--- src/rtl/elvhome_pkg.sv ---
`timescale 1ns / 1ps

package elvhome_pkg;

    // Speed profile depth, in steps of 1/8 unit of distance
    localparam int PROFILE_ENTRIES = 256;
    localparam int IDX_W           = $clog2(PROFILE_ENTRIES);

    // Command queue between front and back
    localparam int QUEUE_DEPTH = 2;
    localparam int QPTR_W      = $clog2(QUEUE_DEPTH);

    // Configuration port
    localparam int CFG_IDX_W  = 3;
    localparam int CFG_DATA_W = 32;

    localparam logic [CFG_IDX_W-1:0] REG_MAX_SPEED         = 3'd0;
    localparam logic [CFG_IDX_W-1:0] REG_MIN_UP_SPEED      = 3'd1;
    localparam logic [CFG_IDX_W-1:0] REG_ARRIVE_BAND       = 3'd2;
    localparam logic [CFG_IDX_W-1:0] REG_DISTANCE_PER_STEP = 3'd3;
    localparam logic [CFG_IDX_W-1:0] REG_CALIBRATE_SPEED   = 3'd4;
    localparam logic [CFG_IDX_W-1:0] REG_HOME_SPEED        = 3'd5;
    localparam logic [CFG_IDX_W-1:0] REG_HOME_OFFSET       = 3'd6;
    localparam logic [CFG_IDX_W-1:0] REG_STALL_STEPS       = 3'd7;

    // Target of -1.0 in Q16.16 clears the target
    localparam logic [31:0] NO_TARGET = 32'hFFFF_0000;

    // Decay constants for the profile, Q1.31
    localparam logic [63:0] Q31_ONE   = 64'd2147483648;
    localparam logic [63:0] Q31_HALF  = 64'd1073741824;
    localparam logic [63:0] DECAY_Q31 = 64'd2094462088;

    typedef enum logic [1:0] {
        KIND_TICK      = 2'd0,
        KIND_MOVE      = 2'd1,
        KIND_CALIBRATE = 2'd2,
        KIND_LIMIT     = 2'd3
    } kind_t;

    typedef enum logic [1:0] {
        BK_IDLE,
        BK_PROD,
        BK_SCALE,
        BK_DONE
    } back_state_t;

    typedef struct packed {
        kind_t       kind;
        logic        clear_goal;
        logic [31:0] target_pos;
        logic [31:0] encoder_count;
    } item_t;

    typedef struct packed {
        logic [6:0]  max_speed;
        logic [6:0]  min_up_speed;
        logic [15:0] arrive_band;
        logic [23:0] distance_per_step;
        logic [7:0]  calibrate_speed;
        logic [7:0]  home_speed;
        logic [31:0] home_offset;
        logic [7:0]  stall_steps;
    } cfg_t;

    typedef struct packed {
        logic [7:0]  motor_speed;
        logic        motor_write;
        logic [31:0] position;
        logic        calibration_busy;
        logic        homing_busy;
    } result_t;

    typedef logic [7:0] gain_table_t [PROFILE_ENTRIES];

    // Build the 1 - exp(-idx/40) gain table in Q0.8 by square and multiply
    function automatic gain_table_t build_gain_table();
        gain_table_t tab;
        logic [63:0] acc;
        logic [63:0] sq;
        logic [63:0] g;
        logic [31:0] k;
        for (int i = 0; i < PROFILE_ENTRIES; i++) begin
            acc = Q31_ONE;
            sq  = DECAY_Q31;
            k   = 32'(i);
            while (k != 32'd0) begin
                if (k[0]) begin
                    acc = (acc * sq + Q31_HALF) >> 31;
                end
                sq = (sq * sq + Q31_HALF) >> 31;
                k  = k >> 1;
            end
            g      = (Q31_ONE - acc + 64'd4194304) >> 23;
            tab[i] = (g > 64'd255) ? 8'd255 : g[7:0];
        end
        return tab;
    endfunction

    localparam gain_table_t GAIN_TABLE = build_gain_table();

endpackage

--- src/rtl/elvhome_front.sv ---
`timescale 1ns / 1ps

module elvhome_front (
    input  logic                aclk,
    input  logic                aresetn,
    input  logic                s_tvalid,
    output logic                s_tready,
    input  logic [63:0]         s_tdata,   // target_pos [31:0], encoder_count [63:32]
    input  logic [1:0]          s_tuser,   // mode [1:0]
    output elvhome_pkg::item_t  head,
    output logic                head_valid,
    input  logic                pop
);
    import elvhome_pkg::*;

    item_t               queue_reg [QUEUE_DEPTH];
    logic [QPTR_W-1:0]   wr_ptr_reg;
    logic [QPTR_W-1:0]   rd_ptr_reg;
    logic [QPTR_W:0]     count_reg;
    logic                push;
    item_t               incoming;

    // Classify the incoming transaction
    always_comb begin
        incoming.kind          = kind_t'(s_tuser);
        incoming.clear_goal    = (s_tdata[31:0] == NO_TARGET);
        incoming.target_pos    = s_tdata[31:0];
        incoming.encoder_count = s_tdata[63:32];
    end

    assign s_tready   = (count_reg != (QPTR_W+1)'(QUEUE_DEPTH));
    assign push       = s_tvalid && s_tready;
    assign head_valid = (count_reg != '0);
    assign head       = queue_reg[rd_ptr_reg];

    // Store pushed items
    always_ff @(posedge aclk) begin
        if (push) begin
            queue_reg[wr_ptr_reg] <= incoming;
        end
    end

    // Advance pointers and fill count
    always_ff @(posedge aclk) begin
        if (!aresetn) begin
            wr_ptr_reg <= '0;
            rd_ptr_reg <= '0;
            count_reg  <= '0;
        end else begin
            if (push) begin
                wr_ptr_reg <= (wr_ptr_reg == QPTR_W'(QUEUE_DEPTH-1)) ? '0 : wr_ptr_reg + 1'b1;
            end
            if (pop) begin
                rd_ptr_reg <= (rd_ptr_reg == QPTR_W'(QUEUE_DEPTH-1)) ? '0 : rd_ptr_reg + 1'b1;
            end
            if (push && !pop) begin
                count_reg <= count_reg + 1'b1;
            end else if (pop && !push) begin
                count_reg <= count_reg - 1'b1;
            end
        end
    end

endmodule

--- config.mk ---
export PLATFORM = sky130hd
export DESIGN_NAME = elvhome_front
export DESIGN_NICKNAME = d
export VERILOG_FILES = /design/src/rtl/elvhome_pkg.sv /design/src/rtl/elvhome_front.sv
export SDC_FILE = /design/constraint.sdc
export NUM_CORES = 1
export LEC_CHECK = 0
export ABC_AREA = 0
export BUFFER_PORTS_ARGS = -buffer_cell sky130_fd_sc_hd__buf_4
export CORE_MARGIN = 1.5
export CORE_UTILIZATION = 45
export DETAILED_ROUTE_END_ITERATION = 12
export PLACE_DENSITY = 0.75
export SYNTH_ARGS = -nofsm -noshare
export SYNTH_HDL_FRONTEND = slang
export SYNTH_SLANG_ARGS = --single-unit
--- constraint.sdc ---
create_clock -name aclk -period 3.2 [get_ports aclk]
set_input_delay 0.64 -clock aclk [delete_from_list [all_inputs] [get_ports aclk]]
set_output_delay 0.64 -clock aclk [all_outputs]
set_load 0.05 [all_outputs]
### Word level (Yosys, flattened, before mapping)

Memory sizes are Yosys's and may differ from the RTL's. A register that Yosys moved wholly into a read port is not among the register bits.
Cells that the tools add are included.

| storage, ports and cells | value |
|---|---|
| register bits after elaboration | 4 |
| bits in latches | 0 |
| memory bits (writable) | 134 |
| ROM bits | 0 |
| input port bits | 70 |
| output and inout bits | 69 |
| word-level logic and storage cells | 25 |
| memories kept | 1 |

| operators by class | value |
|---|---|
| $add $sub $neg | 4 |
| multipliers | 0 |
| divide/modulo/power cells | 0 |
| $lt $le $gt $ge | 0 |
| eq/ne operators | 2 |
| shift operators | 0 |
| muxes and demuxes | 8 |
| bitwise gates (word level) | 0 |
| reduce and logical (&&, ||, !) cells | 7 |

Memories:

| memory | depth | width | rd ports | clocked after Yosys merged registers in | wr ports | RTL line | text |
|---|---|---|---|---|---|---|---|
| queue_reg | 2 | 67 | 1 | 1 | 1 | elvhome_front.sv:16 | `item_t queue_reg [QUEUE_DEPTH];` |

Operators by type and width:

| cell | count |
|---|---|
| 32-bit equality test (second input constant) | 1 |
| 1-bit two-way mux | 6 |
| 2-bit two-way mux | 2 |
| 2-bit nonzero test | 2 |
| 1-bit logical AND | 3 |
| 1-bit adder (second input constant) | 2 |
| 2-bit by 1-bit adder with 2-bit output (second input constant) | 1 |
| 1-bit zero test | 2 |
| 2-bit inequality test (second input constant) | 1 |
| 2-bit by 1-bit subtractor with 2-bit output (second input constant) | 1 |

### Longest topological paths before layout

| depth | value |
|---|---|
| depth after elaboration | 6 |
| depth in mapped cells | 6 |
| mapped depth without buffers | 6 |

### Worst setup path after synthesis

OpenSTA, ideal clock, no wires.

| timing path | value |
|---|---|
| path kind | flip-flop to flip-flop |
| start | register count_reg[0] |
| end | memory queue_reg[1][0] (netlist name) (enable) |
| setup time | 0.433 ns |
| arrival time | 2.279 ns |
| required time | 2.767 ns |
| setup slack | 0.488 ns |
| stages on the path, launching flop included | 3 |
| buffers on the path | 0 |
| period minus slack after synthesis | 2.712 ns |
| path through | dfxtp_1 > nand2b_4 > and3_1 |

| between the ends | value |
|---|---|
| longest elaborated chain between the ends | 4 |

RTL lines:

| what | RTL line | text |
|---|---|---|
| start: declaration | elvhome_front.sv:19 | `logic [QPTR_W:0] count_reg;` |
| start signal: assignment | elvhome_front.sv:57 | `count_reg <= count_reg + 1'b1;` |
| start signal: assignment | elvhome_front.sv:59 | `count_reg <= count_reg - 1'b1;` |
| 2-bit inequality test | elvhome_front.sv:31 | `assign s_tready = (count_reg != (QPTR_W+1)'(QUEUE_DEPTH));` |
| named net s_tready | elvhome_front.sv:7 | `output logic s_tready,` |
| 1-bit logical AND | elvhome_front.sv:32 | `assign push = s_tvalid && s_tready;` |
| 1-bit two-way mux | elvhome_front.sv:38 | `if (push) begin` |
| 1-bit two-way mux (implied by the code) | elvhome_front.sv:39 | `queue_reg[wr_ptr_reg] <= incoming;` |
| end: declaration | elvhome_front.sv:16 |  |

The timed path passes the listed nets, and every way through them passes these cells.

==> summary.md <==
| Metric | Value |
|---|---|
| Status | `complete, no violations` |
| Gates resized, CTS repair | `0` |
| Max reg flops | `134` |
| Clk slew on worst S/H paths | `0.05 ns` |
| Max Root-Sink Buffers | `2` |
| Cells after synthesis | `243` |
| Largest family of logic cells by synthesized area | `multiplexers` |
| GRT Total Usage | `16.0%` |
| Worst-path maximum fanout | `35` |
| DRT iter0 DRCs | `100` |
| FP Rows | `38` |
| Ports | `139` |
| Final TNS setup | `0 ns` |
| Yosys top cell area share | `78.2%` |
| DR vias/cell | `4.93` |
| Max VDD drop | `0.458 mV` |
| Remaining antenna violation count after routing | `0` |
| Post-synthesis xor/xnor area fraction | `0.511%` |
| Post-layout min period | `2.59 ns` |
| Core region area | `0.0110 mm2` |
| Count leader, synth | `edfxtp_1` |
| CTS Buf Count | `17` |
| Largest net degree at the start of global routing | `68` |
| Largest cells by area after synthesis | `edfxtp_1 78%, mux2_2 15%, dfxtp_1 1.9%` |
| Worst-Margin Slew | `0.926 ns` |
| Overflow after GRT | `0` |
| Post-synthesis compound-gate area fraction | `0.584%` |
| Startpoint types | `flip-flop` |
| Die H | `110 um` |
| 1st-pass router iterations | `6` |
| Clock skew | `0.00386 ns` |
| TritonCTS Sinks | `139` |
| Slew headroom | `38.3%` |
| Die Area | `0.0121 mm2` |
| Max cap viols | `0` |
| Worst setup path category | `reg -> out` |
| Root Buffer | `clkbuf_16` |
| Synth Area in Adders | `0.243%` |
| Number of diodes | `0` |
| Cell variety after synth | `23` |
| RSZ-0062 raised after global routing | `false` |
| Endpoint type of the worst setup path | `output port` |
| Hold buffers post-CTS | `0` |
| Layout Nets | `467` |
| Clock latency on the worst-skew pair | `0.40 ns` |
| Mapped Avg Cell Area | `21.2 um2` |
| Gpl congestion | `0.723` |
| Post-DP HPWL | `6110 um` |
| EDFF count, synth | `134` |
| Primary FF master, synth | `edfxtp_1` |
| Register area share after synthesis | `80.2%` |
| Die X | `110 um` |
| Vias | `2707` |
| PD cells | `766 mW/mm2` |
| Drt drc | `0` |
| Port Buffer Count | `138` |
| Final Util | `63.2%` |
| Post-CTS Setup Bufs | `0` |
| First-pass GRT wire length | `13900 um` |
| Final period utilization | `81.0%` |
| WL per Instance | `16.9 um` |
| Share of layout cells above drive strength 1 | `58.2%` |
| Vias in the first global route | `2774` |
| Final hold vios | `0` |
| Fmax | `0.386 GHz` |
| Syn Nets | `314` |
| Post-Synth Simple-Gate Area | `2.58%` |
| Worst hold path type | `in -> reg` |
| Cell accounting for the most synthesized area | `edfxtp_1` |
| Leak | `0.00259 uW` |
| Yosys reg bits | `139` |
| Initial Util | `46.8%` |
| Count of final max-slew check failures | `0` |
| Area delta synth->final | `35.0%` |
| Final setup fails | `0` |
| Fill cell total of the finished layout | `807` |
| H-tree depth | `4` |
| Yosys warning count | `0` |
| Mux cell area share after synthesis | `14.7%` |
| CTS tree | `yes` |
| Final WL | `9260 um` |
| Arr. time, crit path | `1.95 ns` |
| Post-synth top cells | `134 x edfxtp_1, 67 x mux2_2, 5 x dfxtp_1, 5 x nand4_1` |
| Synthesized area | `0.00514 mm2` |
| Async S/R FF share, synth | `0%` |
| Antenna violations before repair | `0` |
| Worst EP required | `2.56 ns` |
## layer usage
metal | track usage, % | routed length [um]
met5 | 0 | 0
met4 | 7.79 | 156
met3 | 5.39 | 692
met2 | 26.0 | 4650
met1 | 19.2 | 3760
## final cells by class
class                           count  area, um2  share of cell area [%]
Tap cell                          140        175                    2.52
Inverter                            2       7.51                   0.108
Sequential cell                   139       4130                    59.4
Timing Repair Buffer              141       1080                    15.6
Multi-Input combinational cell     95        961                    13.8
Clock inverter                     11        150                    2.16
Clock buffer                       21        440                    6.34
## power by group
part           switching (uW)  internal (uW)  leakage (uW)
Sequential               60.6           2210       0.00129
Clock                     658           1290      0.000289
Combinational             729            380       0.00101
Total                    1450           3880       0.00259
## worst max-delay path: stages (launching register included)
cell and delay [ns]:
dfxtp_4 0.68, buf_12 0.29, mux2_2 0.38, buf_4 0.20
## path summary, 6_finish.rpt
kind                     start                to  slack [ns]  cells past startpoint
hold reg to reg   count_reg[1]      count_reg[1]        0.54                      2
hold / removal     s_tdata[55]  queue_reg[0][23]        0.42                      1
setup / recovery     flip-flop          head[30]        0.61                      3
setup reg to reg  count_reg[0]   queue_reg[1][3]        1.40                      2
## cell families after synthesis
kind of cell,Yosys count
flip-flops,139
adder cells (fa/ha/maj),1
buffers and inverters,9
XOR/XNOR,3
AND/OR/NAND/NOR,20
multiplexers,67
AO/OA/AOI/OAI,4
## metrics by stage
step                      cells  hold slack, ns  power [uW]  cell area (um2)  worst slack (ns)
after global routing        549           0.401        5510             6950             0.484
after global placement      517           0.522        3410             6350             0.982
after CTS                   549           0.406        5370             6950             0.553
after detailed placement    517           0.534        3430             6350             0.986
after floorplan             243           0.507        3060             5140             0.488
final                       549           0.422        5320             6950             0.607
## placed cells by master (no fill, tap or decap), drive strengths merged, types with 2 or more instances in the layout
master	netlist	layout
a21boi	2	2
and2	4	4
buf	7	141
bufinv	0	4
clkbuf	0	21
clkinv	0	7
dfxtp	5	5
edfxtp	134	134
inv	2	2
mux2	67	67
nand4	5	5
nor4	4	4
xor2	2	2
No activity file was read; power rests on OpenSTA's default activity.
